File: src/hdl/sacl_fifo.sv
// Small register-based FIFO used for the work queue and the result queue.
`default_nettype none

module sacl_fifo #(
  parameter int WIDTH = 8,
  parameter int DEPTH = 2
) (
  input  wire logic             clk,
  input  wire logic             rst_n,
  input  wire logic             push,
  input  wire logic [WIDTH-1:0] wdata,
  output logic                  full,
  input  wire logic             pop,
  output logic      [WIDTH-1:0] rdata,
  output logic                  empty
);

  localparam int PTR_W = (DEPTH > 1) ? $clog2(DEPTH) : 1;
  localparam int CNT_W = $clog2(DEPTH + 1);

  logic [WIDTH-1:0] mem_r [DEPTH];
  logic [PTR_W-1:0] wr_ptr_r, wr_ptr_nxt;
  logic [PTR_W-1:0] rd_ptr_r, rd_ptr_nxt;
  logic [CNT_W-1:0] count_r, count_nxt;
  logic             do_push, do_pop;

  assign full    = (count_r == CNT_W'(DEPTH));
  assign empty   = (count_r == '0);
  assign do_push = push && !full;
  assign do_pop  = pop && !empty;
  assign rdata   = mem_r[rd_ptr_r];

  always_comb begin
    wr_ptr_nxt = wr_ptr_r;
    rd_ptr_nxt = rd_ptr_r;
    count_nxt  = count_r;
    if (do_push) begin
      wr_ptr_nxt = (wr_ptr_r == PTR_W'(DEPTH - 1)) ? '0 : wr_ptr_r + 1'b1;
    end
    if (do_pop) begin
      rd_ptr_nxt = (rd_ptr_r == PTR_W'(DEPTH - 1)) ? '0 : rd_ptr_r + 1'b1;
    end
    if (do_push && !do_pop) begin
      count_nxt = count_r + 1'b1;
    end else if (!do_push && do_pop) begin
      count_nxt = count_r - 1'b1;
    end
  end

  always_ff @(posedge clk) begin
    if (!rst_n) begin
      wr_ptr_r <= '0;
      rd_ptr_r <= '0;
      count_r  <= '0;
    end else begin
      wr_ptr_r <= wr_ptr_nxt;
      rd_ptr_r <= rd_ptr_nxt;
      count_r  <= count_nxt;
    end
  end

  always_ff @(posedge clk) begin
    if (do_push) begin
      mem_r[wr_ptr_r] <= wdata;
    end
  end

endmodule

`default_nettype wire

File: config.mk
export PLATFORM = sky130hd
export DESIGN_NAME = sacl_fifo
export DESIGN_NICKNAME = d
export VERILOG_FILES = /design/src/hdl/sacl_fifo.sv
export SDC_FILE = /design/constraint.sdc
export NUM_CORES = 1
export LEC_CHECK = 0
export ABC_AREA = 1
export BUFFER_PORTS_ARGS = -buffer_cell sky130_fd_sc_hd__clkbuf_2
export CELL_PAD_IN_SITES_DETAIL_PLACEMENT = 0
export CELL_PAD_IN_SITES_GLOBAL_PLACEMENT = 1
export CORE_MARGIN = 2
export CORE_UTILIZATION = 25
export DETAILED_ROUTE_END_ITERATION = 10
export PLACE_DENSITY = 0.55
export SYNTH_ARGS = -nofsm -noshare
export SYNTH_HDL_FRONTEND = slang
export SYNTH_SLANG_ARGS = --single-unit
File: constraint.sdc
create_clock -name clk -period 1.39 [get_ports clk]
set_input_delay 0.278 -clock clk [delete_from_list [all_inputs] [get_ports clk]]
set_output_delay 0.278 -clock clk [all_outputs]
set_load 0.02 [all_outputs]
==> impl_metrics.tcl <==
set metrics [dict create \
    fmax_mhz 661 \
    cts_buffers 3 \
    vias_per_cell 3.90 \
    clock-sinks 21 \
    synth_seq_cells 21 \
    worst_hold_slack_ns 0.160 \
    synthCells 63 \
    critical_path.slowest_cell "dfxtp_2" \
    ctsRootBufferMaster "clkbuf_4" \
    ir_drop_mv 0.634 \
    skew_ns 0.00708 \
    dieWidth_um 61.4 \
    htreeDepth 1 \
    fin_ws_ns -0.123 \
    hold_path_class "in2reg" \
    grt_pass1_wl_mm 2.21 \
    yosysWarnings 0 \
    ys_seq_area_share_pct 70.5 \
    setup_viol 8 \
    slew_headroom_pct 90.5 \
    crit_family "flip-flops" \
    dieArea_um2 3770 \
    period_needed_ns 1.51 \
    min_period_over_period_pct 109 \
    antenna_found_initial 0 \
    syn-mean-instance-area_um2 13.1 \
    power.total_uw 2070 \
    die_h_um 61.4 \
    grt_overflow 0 \
    crit_fanout 8 \
    pin_count 22 \
    ant_nets 0 \
    port_buffers 21 \
    violations "setup timing" \
    drc 0 \
    layout.nets 106 \
    first_pass_iters 4 \
    synth_flop_cell "edfxtp_1" \
    fillCellCount 320 \
    crit_path_start_kind "flip-flop" \
    tightest_slew_ns 0.141 \
    rows 20 \
    power_density_nw_per_um2 1740 \
    crit_chain "buf_12 -> mux2_4 -> buf_8" \
    synth_fp_nets 76 \
    rr_startpoint "count_r[1]" \
    n_antenna_cell 0 \
    vias 531 \
    grt_pass1_vias 520 \
    core_area_um2 3100 \
    path_depth 3 \
    cp.required_ns 1.11 \
    r2r_cells 9 \
    hold_buffers 0 \
    grt_max_degree 13 \
    cpPeakStageDelay_ns 0.36 \
    min_from "wdata[6]" \
    drv_slew 0 \
    clock_latency_ns 0.30 \
    path_buf_inv 2 \
    syn_area_um2 823 \
    crit_arrival_ns 1.23 \
    maxCapViolCount 0 \
    dp_slack_ns 0.0414 \
    synthArstFlopShare_pct 0 \
    area_growth_pct 43.9 \
    hold_depth 1 \
    drt_iter0_markers 5 \
    cts_tree "done" \
    utilization_pct 38.2 \
    wl_mm 1.36 \
    status "complete, but fails checks" \
    leakagePower_uw 0.000500 \
    grt_setup_unrepaired "yes" \
    hold_viol 0 \
    hpwl_um 955 \
    min_to "mem_r[1][6]" \
    clk_pin_slew_ns 0.12 \
    layout-drive-gt1-share_pct 50.0 \
    synth_cell_type_count 15 \
    grt_use_total_pct 8.54 \
    r2r_setup_slack_ns 0.12 \
    r2r_end "count_r[1]" \
    post_cts_resized 24 \
    synth_edf_count 16 \
    critical_path_class "reg2out" \
    cts_buffer_depth 2 \
    initial_core_util_pct 26.5 \
    gp_congestion 0.664 \
    wire_per_inst_um 10.0 \
    post_cts_buffers 0 \
    endpoint_kind "output pin" \
]
-- registers in the layout, summed over array words and instances (netlist names), named ones only --
signal / count
count_r: 2
mem_r: 16
rd_ptr_r: 1
wr_ptr_r: 1
-- layer usage --
| layer | part of all wire [%] | global-route usage (%) | routed length, µm | vias to the layer above |
|---|---|---|---|---|
| met1 | 39 | 7.62 | 533 | 244 |
| met4 | 0.59 | 4.56 | 8 | 0 |
| met3 | 8.1 | 3.57 | 110 | 2 |
| met5 | 0 | 0 | 0 | - |
| met2 | 52 | 16.1 | 712 | 16 |
| li1 | - | - | - | 269 |
-- logic make-up (layout without fill, tap and decap cells) --
family | Yosys count | after routing | synth area share [%]
AND/OR/NAND/NOR | 19 | 19 | 9.42
buffers and inverters | 10 | 39 | 4.71
flip-flops | 21 | 21 | 70.5
AO/OA/AOI/OAI | 4 | 4 | 2.89
multiplexers | 8 | 8 | 10.9
adder cells (fa/ha/maj) | 1 | 1 | 1.52
-- cells in the mapped netlist (2+ instances only) --
master | n | area (µm²)
mux2_2 | 8 | 90.1
o21ai_0 | 2 | 10.0
nor2_1 | 10 | 37.5
edfxtp_1 | 16 | 480
inv_1 | 8 | 30.0
dfxtp_1 | 5 | 100
nand2_1 | 6 | 22.5
-- per-stage QoR --
| step | TNS [ns] | std cells | instance area [µm²] |
|---|---|---|---|
| 6_report | -0.954 | 136 | 1180 |
| 2_1_floorplan | 0 | 63 | 826 |
| 5_1_grt | -1.43 | 136 | 1180 |
| 4_1_cts | -1.25 | 136 | 1160 |
| 3_5_place_dp | 0 | 132 | 1030 |
| 3_3_place_gp | 0 | 132 | 1030 |
-- area by class of cell --
class,count,area (µm²),share of cell area [%]
multi-input combinational,32,249,21.0
clock buffer,3,22.5,1.90
tap,44,55.1,4.65
inverter,9,33.8,2.85
timing repair buffer,26,235,19.9
sequential,21,584,49.3
clock inverter,1,5.00,0.422
-- worst max-delay path by stage --
| stage | startpoint | endpoint | slack [ns] |
|---|---|---|---|
| after global placement | count_r[1] | count_r[1] | 0.06 |
| after global routing | flip-flop | rdata[4] | -0.18 |
| after CTS | flip-flop | rdata[6] | -0.16 |
| after detailed placement | count_r[1] | count_r[1] | 0.04 |
| final | flip-flop | rdata[4] | -0.12 |
| after floorplan | count_r[0] | count_r[1] | 0.06 |
-- worst reg2reg max path, stage by stage, from the launching register on --
cell	delay, ns
dfxtp_2	0.37
inv_1	0.07
o21ai_2	0.13
inv_1	0.09
ha_4	0.28
inv_1	0.04
nand3_1	0.07
nand2_1	0.05
inv_1	0.05
nor2_1	0.03
-- where the power goes --
group | internal, µW | switching, µW
Combinational | 472 | 436
Clock | 107 | 178
Sequential | 809 | 63.0
Total | 1390 | 677
-- layout by cell type, fill, tap and decap left out --
cell type	count
edfxtp_1	16
clkbuf_2	13
nor2_1	9
mux2_4	8
inv_1	8
buf_8	8
nand2_1	6
buf_4	4
dfxtp_2	3
clkbuf_4	3
nor2_2	2
o21ai_0	2
dfxtp_1	2
o21ai_2	1
inv_2	1
a21oi_1	1
nand3_1	1
nand4_1	1
ha_4	1
clkinv_2	1
buf_12	1
Note: power is estimated with default switching activity, not from simulation.
