$ cat src/hdl/sacl_pkg.sv
// Shared types, constants and register codes for the cache lookup block.
`default_nettype none

package sacl_pkg;

  // Defaults of the top-level parameters.
  localparam int DEF_MAX_WAYS    = 8;
  localparam int DEF_MAX_SETS    = 1024;
  localparam int DEF_ADDR_WIDTH  = 32;
  localparam int DEF_STAMP_WIDTH = 32;

  // Fixed field widths.
  localparam int CFG_W      = 4;
  localparam int CNT_W      = 32;
  localparam int OUT_WAY_W  = 3;
  localparam int APB_ADDR_W = 4;
  localparam int APB_DATA_W = 32;
  localparam int REG_IDX_W  = 2;

  // Register indexes, taken from paddr bits above the byte offset.
  localparam logic [REG_IDX_W-1:0] REG_OFFSET_BITS = 2'd0;
  localparam logic [REG_IDX_W-1:0] REG_INDEX_BITS  = 2'd1;
  localparam logic [REG_IDX_W-1:0] REG_WAYS_IN_USE = 2'd2;

  // Register reset values.
  localparam logic [CFG_W-1:0] RST_OFFSET_BITS = 4'd5;
  localparam logic [CFG_W-1:0] RST_INDEX_BITS  = 4'd5;
  localparam logic [CFG_W-1:0] RST_WAYS_IN_USE = 4'd1;

  typedef struct packed {
    logic [CFG_W-1:0] offset_bits;
    logic [CFG_W-1:0] index_bits;
    logic [CFG_W-1:0] ways_in_use;
  } cfg_t;

  typedef struct packed {
    logic                 hit;
    logic [OUT_WAY_W-1:0] way;
    logic [CNT_W-1:0]     access_count;
    logic [CNT_W-1:0]     miss_count;
  } result_t;

  typedef enum logic [2:0] {
    BK_CLEAR,
    BK_IDLE,
    BK_READ,
    BK_REDUCE,
    BK_WRITE
  } bk_state_t;

endpackage

`default_nettype wire

$ cat src/hdl/sacl_front.sv
// Front end: splits a byte address into set index and tag.
`default_nettype none

module sacl_front #(
  parameter int MAX_SETS   = sacl_pkg::DEF_MAX_SETS,
  parameter int ADDR_WIDTH = sacl_pkg::DEF_ADDR_WIDTH,
  localparam int SET_W = (MAX_SETS > 1) ? $clog2(MAX_SETS) : 1
) (
  input  wire logic [ADDR_WIDTH-1:0] address,
  input  wire sacl_pkg::cfg_t        cfg,
  output logic      [SET_W-1:0]      set_idx,
  output logic      [ADDR_WIDTH-1:0] tag
);

  // Largest index width whose set count still fits the set store.
  localparam int MAX_IDX = $clog2(MAX_SETS + 1) - 1;

  logic [sacl_pkg::CFG_W-1:0] ib_sat;
  logic [ADDR_WIDTH-1:0]      shifted;

  always_comb begin
    ib_sat  = (int'(cfg.index_bits) > MAX_IDX) ? sacl_pkg::CFG_W'(MAX_IDX) : cfg.index_bits;
    shifted = address >> cfg.offset_bits;
    set_idx = SET_W'(shifted) & ~({SET_W{1'b1}} << ib_sat);
    tag     = shifted >> ib_sat;
  end

endmodule

`default_nettype wire

$ cat config.mk
export PLATFORM = sky130hd
export DESIGN_NAME = sacl_front
export DESIGN_NICKNAME = d
export VERILOG_FILES = /design/src/hdl/sacl_pkg.sv /design/src/hdl/sacl_front.sv
export SDC_FILE = /design/constraint.sdc
export NUM_CORES = 1
export LEC_CHECK = 0
export ABC_CLOCK_PERIOD_IN_PS = 3490
export BUFFER_PORTS_ARGS = -buffer_cell sky130_fd_sc_hd__buf_2
export CAP_MARGIN = 40
export CORE_ASPECT_RATIO = 0.6
export CORE_UTILIZATION = 64
export DETAILED_ROUTE_END_ITERATION = 8
export GPL_ROUTABILITY_DRIVEN = 1
export GPL_TIMING_DRIVEN = 0
export PLACE_DENSITY_LB_ADDON = 0.3
export SYNTH_ARGS = -nofsm -noshare
export SYNTH_HDL_FRONTEND = slang
export SYNTH_SLANG_ARGS = --single-unit
export TNS_END_PERCENT = 20
$ cat constraint.sdc
create_clock -name vclk -period 3.49
set_clock_uncertainty 0.15 [all_clocks]
set_input_delay 0 -clock vclk [all_inputs]
set_output_delay 0 -clock vclk [all_outputs]
set_load 0.05 [all_outputs]
==> results of run 1 <==
-- kinds of logic after synthesis --
logic type             share of synthesized area (%)
AO/OA/AOI/OAI                                   27.2
buffers and inverters                           7.97
AND/OR/NAND/NOR                                 15.7
multiplexers                                    49.1
-- report_power, final --
group,internal [mW],total [mW],switching [mW]
Clock,0,0,0
Combinational,0.398,1.16,0.758
Sequential,0,0,0
-- cell usage after synthesis, types with 6 or more instances --
library cell,n,area (um2)
a211oi_1,13,97.6
a21oi_1,24,120
a221oi_1,9,78.8
a22oi_1,6,45.0
and2_1,11,68.8
buf_2,6,30.0
buf_6,6,67.6
clkbuf_1,32,120
inv_1,7,26.3
mux2_2,28,315
mux2i_1,39,390
mux4_1,10,263
mux4_2,47,1060
nand2_1,36,135
nand3_1,10,50.1
nor2_1,26,97.6
nor3_1,27,135
o211ai_1,17,128
o21ai_0,24,120
o221ai_1,6,52.6
o22ai_1,7,43.8
-- layer usage --
| metal | global-route usage [%] | up-vias | part of all wire [%] |
|---|---|---|---|
| li1 | - | 2174 | - |
| met5 | 0 | - | 0.26 |
| met4 | 13.2 | 4 | 5.4 |
| met2 | 72.0 | 725 | 37 |
| met1 | 72.9 | 2544 | 35 |
| met3 | 26.3 | 190 | 22 |
-- layout by cell type, fill, tap and decap left out, drive strengths merged, types with 3 or more instances in the layout --
master / netlist / final
a211oi: 14 / 14
a21boi: 3 / 3
a21o: 3 / 3
a21oi: 24 / 24
a221o: 3 / 3
a221oi: 10 / 10
a22o: 3 / 3
a22oi: 7 / 7
a2bb2oi: 5 / 5
and2: 12 / 12
buf: 20 / 101
clkbuf: 32 / 32
inv: 8 / 8
mux2: 32 / 32
mux2i: 39 / 39
mux4: 57 / 57
nand2: 36 / 36
nand2b: 4 / 4
nand3: 10 / 10
nand4: 4 / 4
nor2: 26 / 26
nor2b: 5 / 5
nor3: 27 / 27
o211ai: 17 / 17
o21ai: 28 / 28
o221ai: 7 / 7
o22ai: 7 / 7
o2bb2ai: 3 / 3
o31ai: 5 / 5
or2: 3 / 3
-- through the flow --
stage               hold WS (ns)  setup slack [ns]
floorplan                  0.308             0.612
global placement           0.581             0.589
detailed placement         0.585             0.694
CTS                        0.585             0.685
global route               0.619             0.444
finish                     0.607             0.502
-- layout make-up --
class              instances  area, um2
inverters                  9       33.8
well taps                 84        105
fillers                  472       1510
plain buffers             52        303
multi-input cells        421       3890
repair buffers            81        408
-- worst min path at each step --
stage	endpoint	slack (ns)	depth (start not counted)
floorplan	tag[31]	0.31	3
global placement	tag[31]	0.58	5
detailed placement	tag[31]	0.59	5
CTS	tag[31]	0.59	5
global route	tag[31]	0.62	5
finish	tag[31]	0.61	5
==> flow_metrics.env, run 1 <==
export IMPL_slew_viol_final=0
export IMPL_syn_to_final_growth_pct=12.1
export IMPL_grt_pass1_vias=5012
export IMPL_initial_core_util_pct=67.6
export IMPL_antenna_violating_nets_post_route=0
export IMPL_drt_iter0_markers=1329
export IMPL_period_needed_ns=2.99
export IMPL_rsz0062_at_grt="no"
export IMPL_finalWeightedCongestion=1.05
export IMPL_critPathCaptureType="output port"
export IMPL_path_delay_family="buffers and inverters"
export IMPL_port_buffers=80
export IMPL_worst_path_buf_inv=6
export IMPL_synthDistinctLibCells=71
export IMPL_setup_tns_ns=0
export IMPL_syn_area_um2=4220
export IMPL_die_x_um=107
export IMPL_n_clock_buffer=0
export IMPL_wl_mm=18.1
export IMPL_antenna_cells=0
export IMPL_dieArea_um2=6940
export IMPL_wl_per_cell_um=28.0
export IMPL_path_class="input port to output port"
export IMPL_worst_path_stages=10
export IMPL_status="finished with violations"
export IMPL_synth_warnings=0
export IMPL_violations="design-rule violations"
export IMPL_cp_start_kind="input port"
export IMPL_drive_gt1_share_pct=33.6
export IMPL_hold_viol=0
export IMPL_vdd_drop_max_uv=140
export IMPL_syn_mean_instance_area_um2=8.76
export IMPL_timing_fmax_mhz=335
export IMPL_worst_pin_slew_ns=1.03
export IMPL_seq_area_um2=0
export IMPL_cp_common_cell="buf_2"
export IMPL_finalSetupViolCount=0
export IMPL_yosysSeqAreaShare_pct=0
export IMPL_boundaryPins=86
export IMPL_post_route_util_pct=75.8
export IMPL_finalPower_mw=1.16
export IMPL_dp_hpwl_mm=14.1
export IMPL_critPathSlowestCell="clkbuf_1"
export IMPL_crit_start="cfg[11]"
export IMPL_hold_start="address[31]"
export IMPL_postCtsSetupBuffers=0
export IMPL_antenna_found_initial=0
export IMPL_nNetsFinal=609
export IMPL_firstDrtPassIters=9
export IMPL_die_h_um=64.9
export IMPL_finalInstanceArea_um2=4740
export IMPL_cp_data_required_time_ns=3.34
export IMPL_syn_nets=526
export IMPL_cp_endpoint="tag[20]"
export IMPL_vias=5637
export IMPL_cts_hold_buf=0
export IMPL_final_cells=647
export IMPL_crit_chain="buf_2 -> buf_2 -> inv_1 -> buf_2 -> clkbuf_1 -> nand2_1 -> a21oi_1 -> mux2i_1 -> a211oi_1 -> buf_2"
export IMPL_dp_cells=647
export IMPL_cap_violations=0
export IMPL_grt_pass1_wl_mm=27.8
export IMPL_viasPerCell=8.71
export IMPL_overflow=0
export IMPL_drc_errors=66
export IMPL_core_area_um2=6250
export IMPL_n_sequential_cell=0
export IMPL_rows=22
export IMPL_slowest_delay_ns=0.53
export IMPL_grt_usage_pct=52.6
export IMPL_place_area_um2=4740
export IMPL_finalCritPeriodShare_pct=85.6
export IMPL_p_leak_nw=1.83
export IMPL_maxSlewHeadroom_pct=31.0
export IMPL_cp_max_fo=10
export IMPL_p_per_area_nw_per_um2=244
export IMPL_cts_resized=0
export IMPL_grt_max_degree=11
export IMPL_cp_data_arrival_time_ns=2.84
export IMPL_syn_inst=482
export IMPL_hp_class="input port to output port"
Note: power is estimated with default switching activity, not from simulation.
==> inputs of run 2 (changes only) <==
--- a/config.mk
+++ b/config.mk
@@ -13,7 +13,7 @@
 export DETAILED_ROUTE_END_ITERATION = 8
 export GPL_ROUTABILITY_DRIVEN = 1
 export GPL_TIMING_DRIVEN = 0
-export PLACE_DENSITY_LB_ADDON = 0.3
+export PLACE_DENSITY_LB_ADDON = 0.08
 export SYNTH_ARGS = -nofsm -noshare
 export SYNTH_HDL_FRONTEND = slang
 export SYNTH_SLANG_ARGS = --single-unit
==> flow_metrics.env, run 2 (synthesis gave the netlist of run 1 again) <==
export IMPL_multi_input_area_um2=3890
export IMPL_antenna_violating_nets_post_route=0
export IMPL_maxSlewHeadroom_pct=32.0
export IMPL_period_needed_ns=3.18
export IMPL_switchingPower_uw=761
export IMPL_clkPwrFrac_pct=0
export IMPL_grt_usage_pct=53.9
export IMPL_cp_max_fo=10
export IMPL_grt_pass1_vias=5000
export IMPL_p_per_area_nw_per_um2=245
export IMPL_post_route_util_pct=75.8
export IMPL_drt_iter0_markers=1243
export IMPL_violations="design-rule violations"
export IMPL_port_buffers=80
export IMPL_boundaryPins=86
export IMPL_die_h_um=64.9
export IMPL_overflow=0
export IMPL_cp_data_required_time_ns=3.34
export IMPL_cp_data_arrival_time_ns=3.03
export IMPL_hold_viol=0
export IMPL_hp_class="input port to output port"
export IMPL_hold_path_end="tag[31]"
export IMPL_hold_path_depth=5
export IMPL_rsz0062_at_grt="no"
export IMPL_wl_per_cell_um=28.4
export IMPL_grt_pass1_wl_mm=28.2
export IMPL_cap_violations=0
export IMPL_finalCritPeriodShare_pct=91.2
export IMPL_hold_start="address[31]"
export IMPL_final_cell_mix="buf_2 (86), mux4_2 (47), mux2i_1 (39), nand2_1 (36), clkbuf_1 (32)"
export IMPL_path_class="input port to output port"
export IMPL_vias=5505
export IMPL_syn_to_final_growth_pct=12.1
export IMPL_fillers=487
export IMPL_antenna_found_initial=0
export IMPL_firstDrtPassIters=9
export IMPL_seq_area_um2=0
export IMPL_internal_power_uw=398
export IMPL_core_area_um2=6250
export IMPL_crit_start="cfg[6]"
export IMPL_seq_power_share_pct=0
export IMPL_cts_resized=0
export IMPL_antenna_cells=0
export IMPL_rows=22
export IMPL_drc_errors=54
export IMPL_cp_start_kind="input port"
export IMPL_viasPerCell=8.51
export IMPL_drive_gt1_share_pct=33.6
export IMPL_switching_share_pct=65.6
export IMPL_postCtsSetupBuffers=0
export IMPL_n_sequential_cell=0
export IMPL_initial_core_util_pct=67.6
export IMPL_p_leak_nw=1.83
export IMPL_dp_hpwl_mm=14.1
export IMPL_slew_viol_final=0
export IMPL_dieArea_um2=6940
export IMPL_n_clock_buffer=0
export IMPL_grt_max_degree=11
export IMPL_layout_commonest_cell="buf_2"
export IMPL_worst_pin_slew_ns=1.01
export IMPL_critPathCaptureType="output port"
export IMPL_finalSetupViolCount=0
export IMPL_status="finished with violations"
export IMPL_nNetsFinal=609
export IMPL_vdd_drop_max_uv=164
export IMPL_timing_fmax_mhz=314
export IMPL_combPwrFrac_pct=100.0
export IMPL_cts_hold_buf=0
export IMPL_wl_mm=18.4
export IMPL_die_x_um=107
export IMPL_setup_tns_ns=0
export IMPL_finalWeightedCongestion=1.11
## run 2: cell counts in the layout (fill, tap and decap cells not counted)
Identical to the previous run, type by type.
## run 2: routing by layer
layer  up-vias  routed length [um]  GRT usage [%]
li1       2166                   -              -
met1      2473                6550           73.1
met2       709                6930           74.0
met3       157                3990           27.7
met4         0                 915           15.8
met5         -                   0              0
## run 2: final cells by class
class / count / share of cell area, %
Multi-Input combinational cell: 421 / 82.1
Tap cell: 84 / 2.22
Timing Repair Buffer: 81 / 8.61
Buffer: 52 / 6.39
Inverter: 9 / 0.713
## run 2: power by group through the flow
stage / Clock, mW / Sequential (mW) / Combinational (mW)
CTS: 0 / 0 / 1.10
detailed placement: 0 / 0 / 1.09
global placement: 0 / 0 / 1.07
floorplan: 0 / 0 / 0.813
global route: 0 / 0 / 1.19
finish: 0 / 0 / 1.16
## run 2: worst max path at each step
| stage | endpoint | slack (ns) | cells past startpoint |
|---|---|---|---|
| 2_1_floorplan | tag[24] | 0.61 | 9 |
| 3_3_place_gp | tag[20] | 0.61 | 9 |
| 3_5_place_dp | tag[18] | 0.66 | 8 |
| 4_1_cts | tag[18] | 0.64 | 8 |
| 5_1_grt | tag[18] | 0.38 | 8 |
| 6_report | tag[18] | 0.31 | 8 |
## run 2: worst max-delay path, cell delays in order
cell and delay, ns:
buf_2 0.12, o21ai_0 0.55, nand2_1 0.45, clkbuf_1 0.40, mux2i_1 0.56, mux2i_1 0.21
a221oi_1 0.39, buf_2 0.33
## run 2: metrics by stage
| stage | instances | cell area, um2 | setup slack (ns) | power [mW] | hold slack, ns |
|---|---|---|---|---|---|
| floorplan | 482 | 4220 | 0.612 | 0.813 | 0.308 |
| global route | 647 | 4740 | 0.382 | 1.19 | 0.632 |
| CTS | 647 | 4740 | 0.644 | 1.10 | 0.598 |
| finish | 647 | 4740 | 0.306 | 1.16 | 0.629 |
| global placement | 646 | 4730 | 0.607 | 1.07 | 0.579 |
| detailed placement | 647 | 4740 | 0.660 | 1.09 | 0.600 |
==> inputs of run 3 (changes only) <==
--- a/config.mk
+++ b/config.mk
@@ -12,7 +12,7 @@
 export CORE_UTILIZATION = 64
 export DETAILED_ROUTE_END_ITERATION = 8
 export GPL_ROUTABILITY_DRIVEN = 1
-export GPL_TIMING_DRIVEN = 0
+export GPL_TIMING_DRIVEN = 1
 export PLACE_DENSITY_LB_ADDON = 0.08
 export SYNTH_ARGS = -nofsm -noshare
 export SYNTH_HDL_FRONTEND = slang
==> flow_metrics.env, run 3 (synthesis gave the netlist of run 1 again) <==
export IMPL_hold_path_depth=3
export IMPL_n_clock_buffer=0
export IMPL_firstDrtPassIters=8
export IMPL_dp_hpwl_mm=11.0
export IMPL_drt_iter0_markers=733
export IMPL_n_sequential_cell=0
export IMPL_p_per_area_nw_per_um2=235
export IMPL_nNetsFinal=583
export IMPL_worst_pin_slew_ns=0.900
export IMPL_wl_per_cell_um=23.5
export IMPL_slew_viol_final=0
export IMPL_crit_start="cfg[8]"
export IMPL_vias=4886
export IMPL_cp_max_fo=36
export IMPL_seq_power_share_pct=0
export IMPL_cts_hold_buf=0
export IMPL_initial_core_util_pct=67.6
export IMPL_crit_chain="buf_2 -> buf_4 -> mux4_2 -> mux2i_1 -> mux4_2 -> nor3_1 -> a211oi_1 -> nand3_1 -> buf_2"
export IMPL_antenna_cells=0
export IMPL_viasPerCell=7.87
export IMPL_cap_violations=0
export IMPL_maxSlewHeadroom_pct=39.5
export IMPL_grt_pass1_vias=4384
export IMPL_cts_resized=0
export IMPL_drive_gt1_share_pct=36.7
export IMPL_internal_power_uw=393
export IMPL_cp_data_arrival_time_ns=3.11
export IMPL_vdd_drop_max_uv=158
export IMPL_rows=22
export IMPL_antenna_found_initial=0
export IMPL_hold_viol=0
export IMPL_timing_fmax_mhz=307
export IMPL_antenna_violating_nets_post_route=0
export IMPL_period_needed_ns=3.26
export IMPL_cp_endpoint="tag[1]"
export IMPL_postCtsSetupBuffers=0
export IMPL_clkPwrFrac_pct=0
export IMPL_cp_start_kind="input port"
export IMPL_core_area_um2=6250
export IMPL_grt_pass1_wl_mm=23.3
export IMPL_path_class="input port to output port"
export IMPL_combPwrFrac_pct=100.0
export IMPL_layout_commonest_cell="buf_2"
export IMPL_dieArea_um2=6940
export IMPL_die_h_um=64.9
export IMPL_switchingPower_uw=696
export IMPL_switching_share_pct=63.9
export IMPL_port_buffers=82
export IMPL_drc_errors=0
export IMPL_syn_to_final_growth_pct=9.48
export IMPL_slowest_delay_ns=0.68
export IMPL_finalWeightedCongestion=0.969
export IMPL_final_cell_mix="buf_2 (82), mux4_2 (47), mux2i_1 (39), nand2_1 (36), mux2_2 (28)"
export IMPL_status="completed"
export IMPL_cp_data_required_time_ns=3.34
export IMPL_hold_start="cfg[7]"
export IMPL_finalPower_mw=1.09
export IMPL_die_x_um=107
export IMPL_finalSetupViolCount=0
export IMPL_rsz0062_at_grt="no"
export IMPL_setup_tns_ns=0
export IMPL_grt_usage_pct=42.6
export IMPL_critPathCaptureType="output port"
export IMPL_seq_area_um2=0
export IMPL_wl_mm=14.6
export IMPL_overflow=0
export IMPL_critPathSlowestCell="buf_2"
export IMPL_p_leak_nw=1.81
export IMPL_finalCritPeriodShare_pct=93.4
export IMPL_grt_max_degree=40
export IMPL_hp_class="input port to output port"
export IMPL_boundaryPins=86
[run 3: cell count changes in the layout (fill, tap and decap cells not counted), sizes merged]
cell,before,now
buf,101,107
clkbuf,32,0
[run 3: metal layers]
layer	up-vias	part of all wire [%]	track usage [%]
li1	2119	-	-
met1	2259	40	62.9
met2	454	43	64.5
met3	54	15	8.95
met4	0	2.0	7.88
met5	-	0	0
[run 3: metrics by stage]
stage	setup WS (ns)	std cells	cell area, um2	hold slack [ns]	util, %
2_1_floorplan	0.612	482	4220	0.308	-
5_1_grt	0.109	621	4620	0.413	74.0
3_3_place_gp	0.432	621	4620	0.381	74.0
6_report	0.229	621	4620	0.386	74.0
3_5_place_dp	0.335	621	4620	0.380	74.0
4_1_cts	0.319	621	4620	0.381	74.0
[run 3: area by class of cell]
type / instances / area [um2]
fillers: 479 / 1620
well taps: 84 / 105
inverters: 9 / 33.8
repair buffers: 107 / 598
multi-input cells: 421 / 3890
[run 3: critical path, delay by kind of cell]
kind                   cells  cell delay (ns)
AOI/OAI and AO/OA          1             0.26
buffers and inverters      3             1.22
muxes                      3             1.45
and+or+nand+nor            2             0.16
[run 3: power by group through the flow]
stage               registers (mW)  clock network [mW]  logic (mW)
floorplan                        0                   0       0.813
global placement                 0                   0        1.04
detailed placement               0                   0        1.05
CTS                              0                   0        1.06
global route                     0                   0        1.14
finish                           0                   0        1.09
[run 3: how the worst min path moves through the flow]
stage                       endpoint
after floorplan              tag[31]
after global placement    set_idx[8]
after detailed placement  set_idx[8]
after CTS                 set_idx[8]
after global routing      set_idx[8]
final                     set_idx[8]
